**config.mk**
```make
export PLATFORM = sky130hd
export DESIGN_NAME = sorted_array_insert
export DESIGN_NICKNAME = d
export VERILOG_FILES = /design/src/design/sai_pkg.sv /design/src/design/sorted_array_insert.sv
export SDC_FILE = /design/constraint.sdc
export NUM_CORES = 1
export LEC_CHECK = 0
export BUFFER_PORTS_ARGS = -buffer_cell sky130_fd_sc_hd__buf_2
export CAP_MARGIN = 20
export CORE_MARGIN = 4
export CORE_UTILIZATION = 25
export DETAILED_ROUTE_END_ITERATION = 16
export HOLD_SLACK_MARGIN = 0.03
export PLACE_DENSITY = 0.36
export SYNTH_ARGS = -nofsm -noshare
export SYNTH_HDL_FRONTEND = slang
export SYNTH_SLANG_ARGS = --single-unit
export TNS_END_PERCENT = 10
```
**constraint.sdc**
```tcl
create_clock -name clock -period 7.1 [get_ports clock]
set_clock_uncertainty 0.1 [all_clocks]
set_input_delay 0.71 -clock clock [delete_from_list [all_inputs] [get_ports clock]]
set_output_delay 0.71 -clock clock [all_outputs]
set_load 0.005 [all_outputs]
```
**src/design/sai_pkg.sv**
```systemverilog
// Shared types and constants for the sorted table insert block.
`timescale 1ns / 1ps

package sai_pkg;

   localparam int DEPTH_DEFAULT = 16;

   localparam logic [1:0] STATUS_OK        = 2'd0;
   localparam logic [1:0] STATUS_FULL      = 2'd1;
   localparam logic [1:0] STATUS_BAD_SLOT  = 2'd2;

   localparam logic CMD_SORTED = 1'b0;
   localparam logic CMD_AT_SLOT = 1'b1;

   typedef struct packed {
      logic               command;
      logic signed [31:0] item_value;
      logic [4:0]         target_slot;
   } req_word_type;

   typedef struct packed {
      logic [1:0]         status;
      logic [3:0]         slot_number;
      logic signed [31:0] element_value;
      logic [4:0]         placed_at;
      logic [4:0]         fill_count;
      logic               last_of_run;
   } rsp_word_type;

endpackage

```
**src/design/sorted_array_insert.sv**
```systemverilog
// Sorted table insert: memory-held ordered table with search, shift and full readout.
`timescale 1ns / 1ps

// One request word inserts a signed value into a table of up to DEPTH entries, either in
// sorted order (after any equal values) or at a given slot, and then returns the whole table
// as one response word per entry in slot order, the final word flagged by last_of_run. A full
// table, or a slot beyond the fill count, returns one error word and changes nothing. The
// table lives in a synchronous memory with one read and one write port, so each step handles
// one entry at a time: a sorted insert searches from slot 0 for the first larger value (an
// empty table skips this), shifts the entries from that slot upward, places the item and
// then reads the table out; an insert at a slot skips the search; an error word needs
// neither. Readout stalls with rsp_ready. Reset clears the fill count; the memory needs no
// clearing.
module sorted_array_insert #(
   parameter int DEPTH = sai_pkg::DEPTH_DEFAULT
) (
   input  logic                  clock,
   input  logic                  reset,
   input  logic                  req_valid,
   output logic                  req_ready,
   input  sai_pkg::req_word_type req_word,
   output logic                  rsp_valid,
   input  logic                  rsp_ready,
   output sai_pkg::rsp_word_type rsp_word
);

   localparam int IDX_W = $clog2(DEPTH);
   localparam int CNT_W = $clog2(DEPTH + 1);
   localparam int CMP_W = (CNT_W > 5) ? CNT_W : 5;

   localparam logic [2:0] ST_IDLE        = 3'd0;
   localparam logic [2:0] ST_SEARCH      = 3'd1;
   localparam logic [2:0] ST_SHIFT_START = 3'd2;
   localparam logic [2:0] ST_SHIFT       = 3'd3;
   localparam logic [2:0] ST_PLACE       = 3'd4;
   localparam logic [2:0] ST_READ        = 3'd5;
   localparam logic [2:0] ST_LOAD        = 3'd6;

   logic signed [31:0]    table_mem_ff [DEPTH];
   logic signed [31:0]    rd_data_ff;
   logic [IDX_W-1:0]      rd_addr;
   logic                  wr_en;
   logic [IDX_W-1:0]      wr_addr;
   logic signed [31:0]    wr_data;

   logic [2:0]            state_ff, state_in;
   logic [CNT_W-1:0]      count_ff, count_in;
   logic signed [31:0]    item_ff, item_in;
   logic [IDX_W-1:0]      pos_ff, pos_in;
   logic [IDX_W-1:0]      idx_ff, idx_in;
   logic                  rsp_valid_ff, rsp_valid_in;
   sai_pkg::rsp_word_type rsp_word_ff, rsp_word_in;

   logic                  out_free;
   logic                  accept;
   logic                  is_full;
   logic                  bad_slot;
   logic [CNT_W-1:0]      idx_next_cnt;

   assign out_free     = !rsp_valid_ff || rsp_ready;
   assign req_ready    = (state_ff == ST_IDLE) && out_free;
   assign accept       = req_valid && req_ready;
   assign is_full      = (count_ff == CNT_W'(DEPTH));
   assign bad_slot     = CMP_W'(req_word.target_slot) > CMP_W'(count_ff);
   assign idx_next_cnt = CNT_W'(idx_ff) + CNT_W'(1);
   assign rsp_valid    = rsp_valid_ff;
   assign rsp_word     = rsp_word_ff;

   always_comb begin
      state_in     = state_ff;
      count_in     = count_ff;
      item_in      = item_ff;
      pos_in       = pos_ff;
      idx_in       = idx_ff;
      rsp_valid_in = rsp_valid_ff && !rsp_ready;
      rsp_word_in  = rsp_word_ff;
      rd_addr      = idx_ff;
      wr_en        = 1'b0;
      wr_addr      = idx_ff;
      wr_data      = rd_data_ff;
      case (state_ff)
         ST_IDLE: begin
            rd_addr = '0;
            if (accept) begin
               item_in = req_word.item_value;
               if (is_full || (req_word.command == sai_pkg::CMD_AT_SLOT && bad_slot)) begin
                  rsp_valid_in              = 1'b1;
                  rsp_word_in.status        = is_full ? sai_pkg::STATUS_FULL
                                                      : sai_pkg::STATUS_BAD_SLOT;
                  rsp_word_in.slot_number   = '0;
                  rsp_word_in.element_value = '0;
                  rsp_word_in.placed_at     = '0;
                  rsp_word_in.fill_count    = 5'(count_ff);
                  rsp_word_in.last_of_run   = 1'b1;
               end else if (req_word.command == sai_pkg::CMD_AT_SLOT) begin
                  pos_in   = IDX_W'(req_word.target_slot);
                  state_in = ST_SHIFT_START;
               end else if (count_ff == '0) begin
                  pos_in   = '0;
                  state_in = ST_SHIFT_START;
               end else begin
                  idx_in   = '0;
                  state_in = ST_SEARCH;
               end
            end
         end
         ST_SEARCH: begin
            if (item_ff < rd_data_ff) begin
               pos_in   = idx_ff;
               state_in = ST_SHIFT_START;
            end else if (idx_next_cnt == count_ff) begin
               pos_in   = IDX_W'(count_ff);
               state_in = ST_SHIFT_START;
            end else begin
               rd_addr = idx_ff + IDX_W'(1);
               idx_in  = idx_ff + IDX_W'(1);
            end
         end
         ST_SHIFT_START: begin
            rd_addr = IDX_W'(count_ff - CNT_W'(1));
            idx_in  = IDX_W'(count_ff);
            if (CNT_W'(pos_ff) == count_ff) begin
               state_in = ST_PLACE;
            end else begin
               state_in = ST_SHIFT;
            end
         end
         ST_SHIFT: begin
            wr_en   = 1'b1;
            wr_addr = idx_ff;
            wr_data = rd_data_ff;
            if (idx_ff - IDX_W'(1) == pos_ff) begin
               state_in = ST_PLACE;
            end else begin
               rd_addr = idx_ff - IDX_W'(2);
               idx_in  = idx_ff - IDX_W'(1);
            end
         end
         ST_PLACE: begin
            wr_en    = 1'b1;
            wr_addr  = pos_ff;
            wr_data  = item_ff;
            count_in = count_ff + CNT_W'(1);
            state_in = ST_READ;
         end
         ST_READ: begin
            rd_addr  = '0;
            idx_in   = '0;
            state_in = ST_LOAD;
         end
         ST_LOAD: begin
            if (out_free) begin
               rsp_valid_in              = 1'b1;
               rsp_word_in.status        = sai_pkg::STATUS_OK;
               rsp_word_in.slot_number   = 4'(idx_ff);
               rsp_word_in.element_value = rd_data_ff;
               rsp_word_in.placed_at     = 5'(pos_ff);
               rsp_word_in.fill_count    = 5'(count_ff);
               rsp_word_in.last_of_run   = (idx_next_cnt == count_ff);
               if (idx_next_cnt == count_ff) begin
                  state_in = ST_IDLE;
               end else begin
                  rd_addr = idx_ff + IDX_W'(1);
                  idx_in  = idx_ff + IDX_W'(1);
               end
            end
         end
         default: begin
            state_in = ST_IDLE;
         end
      endcase
   end

   always_ff @(posedge clock) begin
      if (wr_en) begin
         table_mem_ff[wr_addr] <= wr_data;
      end
      rd_data_ff <= table_mem_ff[rd_addr];
   end

   always_ff @(posedge clock) begin
      if (reset) begin
         state_ff     <= ST_IDLE;
         count_ff     <= '0;
         rsp_valid_ff <= 1'b0;
      end else begin
         state_ff     <= state_in;
         count_ff     <= count_in;
         rsp_valid_ff <= rsp_valid_in;
      end
      item_ff     <= item_in;
      pos_ff      <= pos_in;
      idx_ff      <= idx_in;
      rsp_word_ff <= rsp_word_in;
   end

   a_count_bound: assert property (@(posedge clock) disable iff (reset)
      count_ff <= CNT_W'(DEPTH))
      else $error("fill count beyond depth");

   a_count_only_on_place: assert property (@(posedge clock) disable iff (reset)
      state_ff != ST_PLACE |=> count_ff == $past(count_ff))
      else $error("fill count changed outside placement");

   a_error_is_last: assert property (@(posedge clock) disable iff (reset)
      rsp_valid_ff && rsp_word_ff.status != sai_pkg::STATUS_OK |-> rsp_word_ff.last_of_run)
      else $error("error word not marked last");

   a_good_accept_busy: assert property (@(posedge clock) disable iff (reset)
      accept && !is_full && !(req_word.command == sai_pkg::CMD_AT_SLOT && bad_slot)
      |=> state_ff != ST_IDLE)
      else $error("accepted insert did not start");

   a_place_in_range: assert property (@(posedge clock) disable iff (reset)
      state_ff == ST_PLACE |-> CNT_W'(pos_ff) <= count_ff && count_ff < CNT_W'(DEPTH))
      else $error("placement slot out of range");

endmodule
```
==> metrics.cfg <==
[status]
status=completed

[clocking]
cts_num_sinks=641
cts_tree=yes
postCtsResizedCells=0
ctsRootBufferMaster=clkbuf_16
worst_setup_hold_path_clk_slew_ns=0.06
cts_hold_buffers=0
tritoncts.num_buffers=77
htree_depth=3
clk_path_buf_depth=3
post-cts-setup-buffer-count=0
worst_skew_pair.late_latency_ns=0.62

[logic_synthesis]
total_of_warnings_raised_by_yosys=0
post-synth-top-count-cell=edfxtp_1
gate_count_of_the_mapped_netlist=1700
synth_top_cells_by_count=edfxtp_1, mux2i_1, nand2_1
postSynthNetCount=1786
synth_largest_type_area_fraction=0.6852
asyncSetResetFlopFracSynth=0
synth_area_leader_cell=edfxtp_1
synth_area_leaders=edfxtp_1, mux2i_1, dfxtp_1, ha_1, nand2_1
ys.flop_type=edfxtp_1
synth-seq-area-share=0.7164
postSynthAreaPerCell_um2=15.47
yosysUniqueCellTypes=75
count_of_flip_flops_with_a_built_in_enable_after_synthesis=600
synth.cell_area_um2=26300
yosys_register_bits=641

[detailed_routing]
via_per_inst=4.564
routed_wire_length_per_instance_um=24.63
total_via_count_after_detailed_routing=15060
drt.antenna.violating_nets=0
remaining_drc_errors=0
totalWireLength_um=81260
drt_iter0_drc=973
drt_pass1_iterations=5
top_metal_layer_carrying_routed_signals=met4
wl_met1_um=38860
wl_met3_um=3505
met2RoutedLength_um=36730

[timing]
slew_margin_rel=0.2675
rsz_0062_raised_after_global_routing=no
finalHoldViolCount=0
hold-worst-slack_ns=0.1618
report.final.setup_viol=0
finalWorstSetupSlack_ns=1.375
max_clock_freq_mhz=174.7
post-route-period-util=0.8063
worst_slew_pin_slew_ns=1.099
finalWorstPathRequiredPeriod_ns=5.725
final.setup.tns_ns=0
timing_max_transition_violations_final=0

[power_and_ir_drop]
power_uw=13630
power_density_nw_per_um2=434.5
leakagePower_uw=0.01086
worst_ir_drop_vdd_mv=0.2906

[setup_path]
data_arrival_time_of_the_critical_path_ns=6.17
crit-reg2reg-launch=idx_ff[0]$_DFFE_PP_
startpoint=idx_ff[0]$_DFFE_PP_
worst_setup_path_end_kind=flop
required_ns=7.54
worst_setup_path_start_kind=flop
critical_path_class=flop to flop
cp_max_fanout=45

[die]
fp.dieH_um=332.3
initial_utilization=0.2530
core_area_um2=103900
die_width_um=332.3
floorplan_die_area_um2=110400
floorplan.io_pins=93
core.rowCount=118

[global_routing]
first_global_vias=15490
grt_start_max_net_pins=77
globalRouteTotalUtil=0.1446
number_of_antenna_violations_at_the_first_check_in_global_routing=3
grt_first_pass_wirelength_um=116000
global_route_overflow=0

[run]
maxCapViolations=0

[worst_hold_path]
timing.hold.worst.class=primary input to flop
hold_start=req_word[28]

[final_layout]
syn2layout_area_growth_pct=19.32
final_nets=1940
final_layout_size_suffix_gt1_frac=0.1852

[placement]
place.gp.congestion=0.8254
dp_slack_ns=1.375
placement.io_buffers=91
dp_hpwl_um=49490

==> worst max-delay path, stage by stage, from the launching register on <==
cell      delay (ns)
edfxtp_1        0.83
inv_1           0.29
ha_1            0.48
xnor2_1         0.14
nand3_1         0.11
a311oi_2        0.37
mux2i_1         0.35
o32ai_1         0.11
a21oi_1         0.31
nand3_4         0.56
nor3_2          0.35
buf_4           0.40
nand2b_2        0.70
o22a_1          0.44
nand3_1         0.08
==> per-layer routing <==
metal,vias up,track usage
met5,-,0
met4,0,0.03981
met3,113,0.02766
met2,365,0.2250
met1,7713,0.2064
li1,6865,-
==> cell usage in the layout, fill, tap and decap left out, types with 39 or more instances in the layout <==
cell and n:
dfxtp_1 41, inv_1 45, nor2_1 72, nand2_1 135, edfxtp_1 600, mux2i_1 228, buf_4 69, clkbuf_16 80
o21ai_0 54, nand3_1 71, a22oi_1 39, ha_1 44, buf_2 91
==> flip-flops by register name, indices dropped and copies added, names as in the netlist <==
signal and flops:
rd_data_ff 32, count_ff 5, item_ff 32, table_mem_ff 512, pos_ff 4, state_ff 3
rsp_word 48, rsp_valid 1, idx_ff 4
==> metrics by stage <==
step	std cells	util	instance area (um^2)
floorplan	1700	-	26300
global placement	3146	0.2759	28670
detailed placement	3149	0.2763	28720
CTS	3291	0.3014	31330
global route	3297	0.3018	31370
finish	3299	0.3019	31380
==> power by group <==
part / internal (uW) / switching (uW) / leakage (uW)
clock: 2450 / 1560 / 0.00128
combinational: 1580 / 2980 / 0.00379
sequential: 4880 / 188 / 0.00579
total: 8910 / 4730 / 0.0109
==> logic make-up after synthesis <==
group | count (synthesis) | share of synthesized area
simple gates | 366 | 0.06366
compound gates | 240 | 0.06338
xor+xnor | 19 | 0.007375
mux | 254 | 0.1031
flops | 641 | 0.7164
other cells | 1 | 0.0001426
fa+ha+maj | 44 | 0.02094
buf+inv | 135 | 0.02507
==> final timing paths <==
| kind | endpoint | slack (ns) | cells after the start |
|---|---|---|---|
| worst max-delay path | rd_data_ff[25]$_DFF_P_ | 1.38 | 14 |
| worst min-delay path | item_ff[23]$_DFFE_PP_ | 0.16 | 1 |
| worst min register to register | rsp_word[21]$_SDFFCE_PP0P_ | 0.48 | 2 |
| worst max register to register | rd_data_ff[25]$_DFF_P_ | 1.38 | 14 |
==> area by class of cell <==
type,count,area (um^2)
multi-input combinational,924,6990
sequential,641,18840
clock inverter,36,377.9
clock buffer,106,2230
tap,1380,1727
antenna,2,5.005
inverter,47,176.4
timing repair buffer,163,1033
fill,10370,72560
Power figures use the tool's default switching activity.
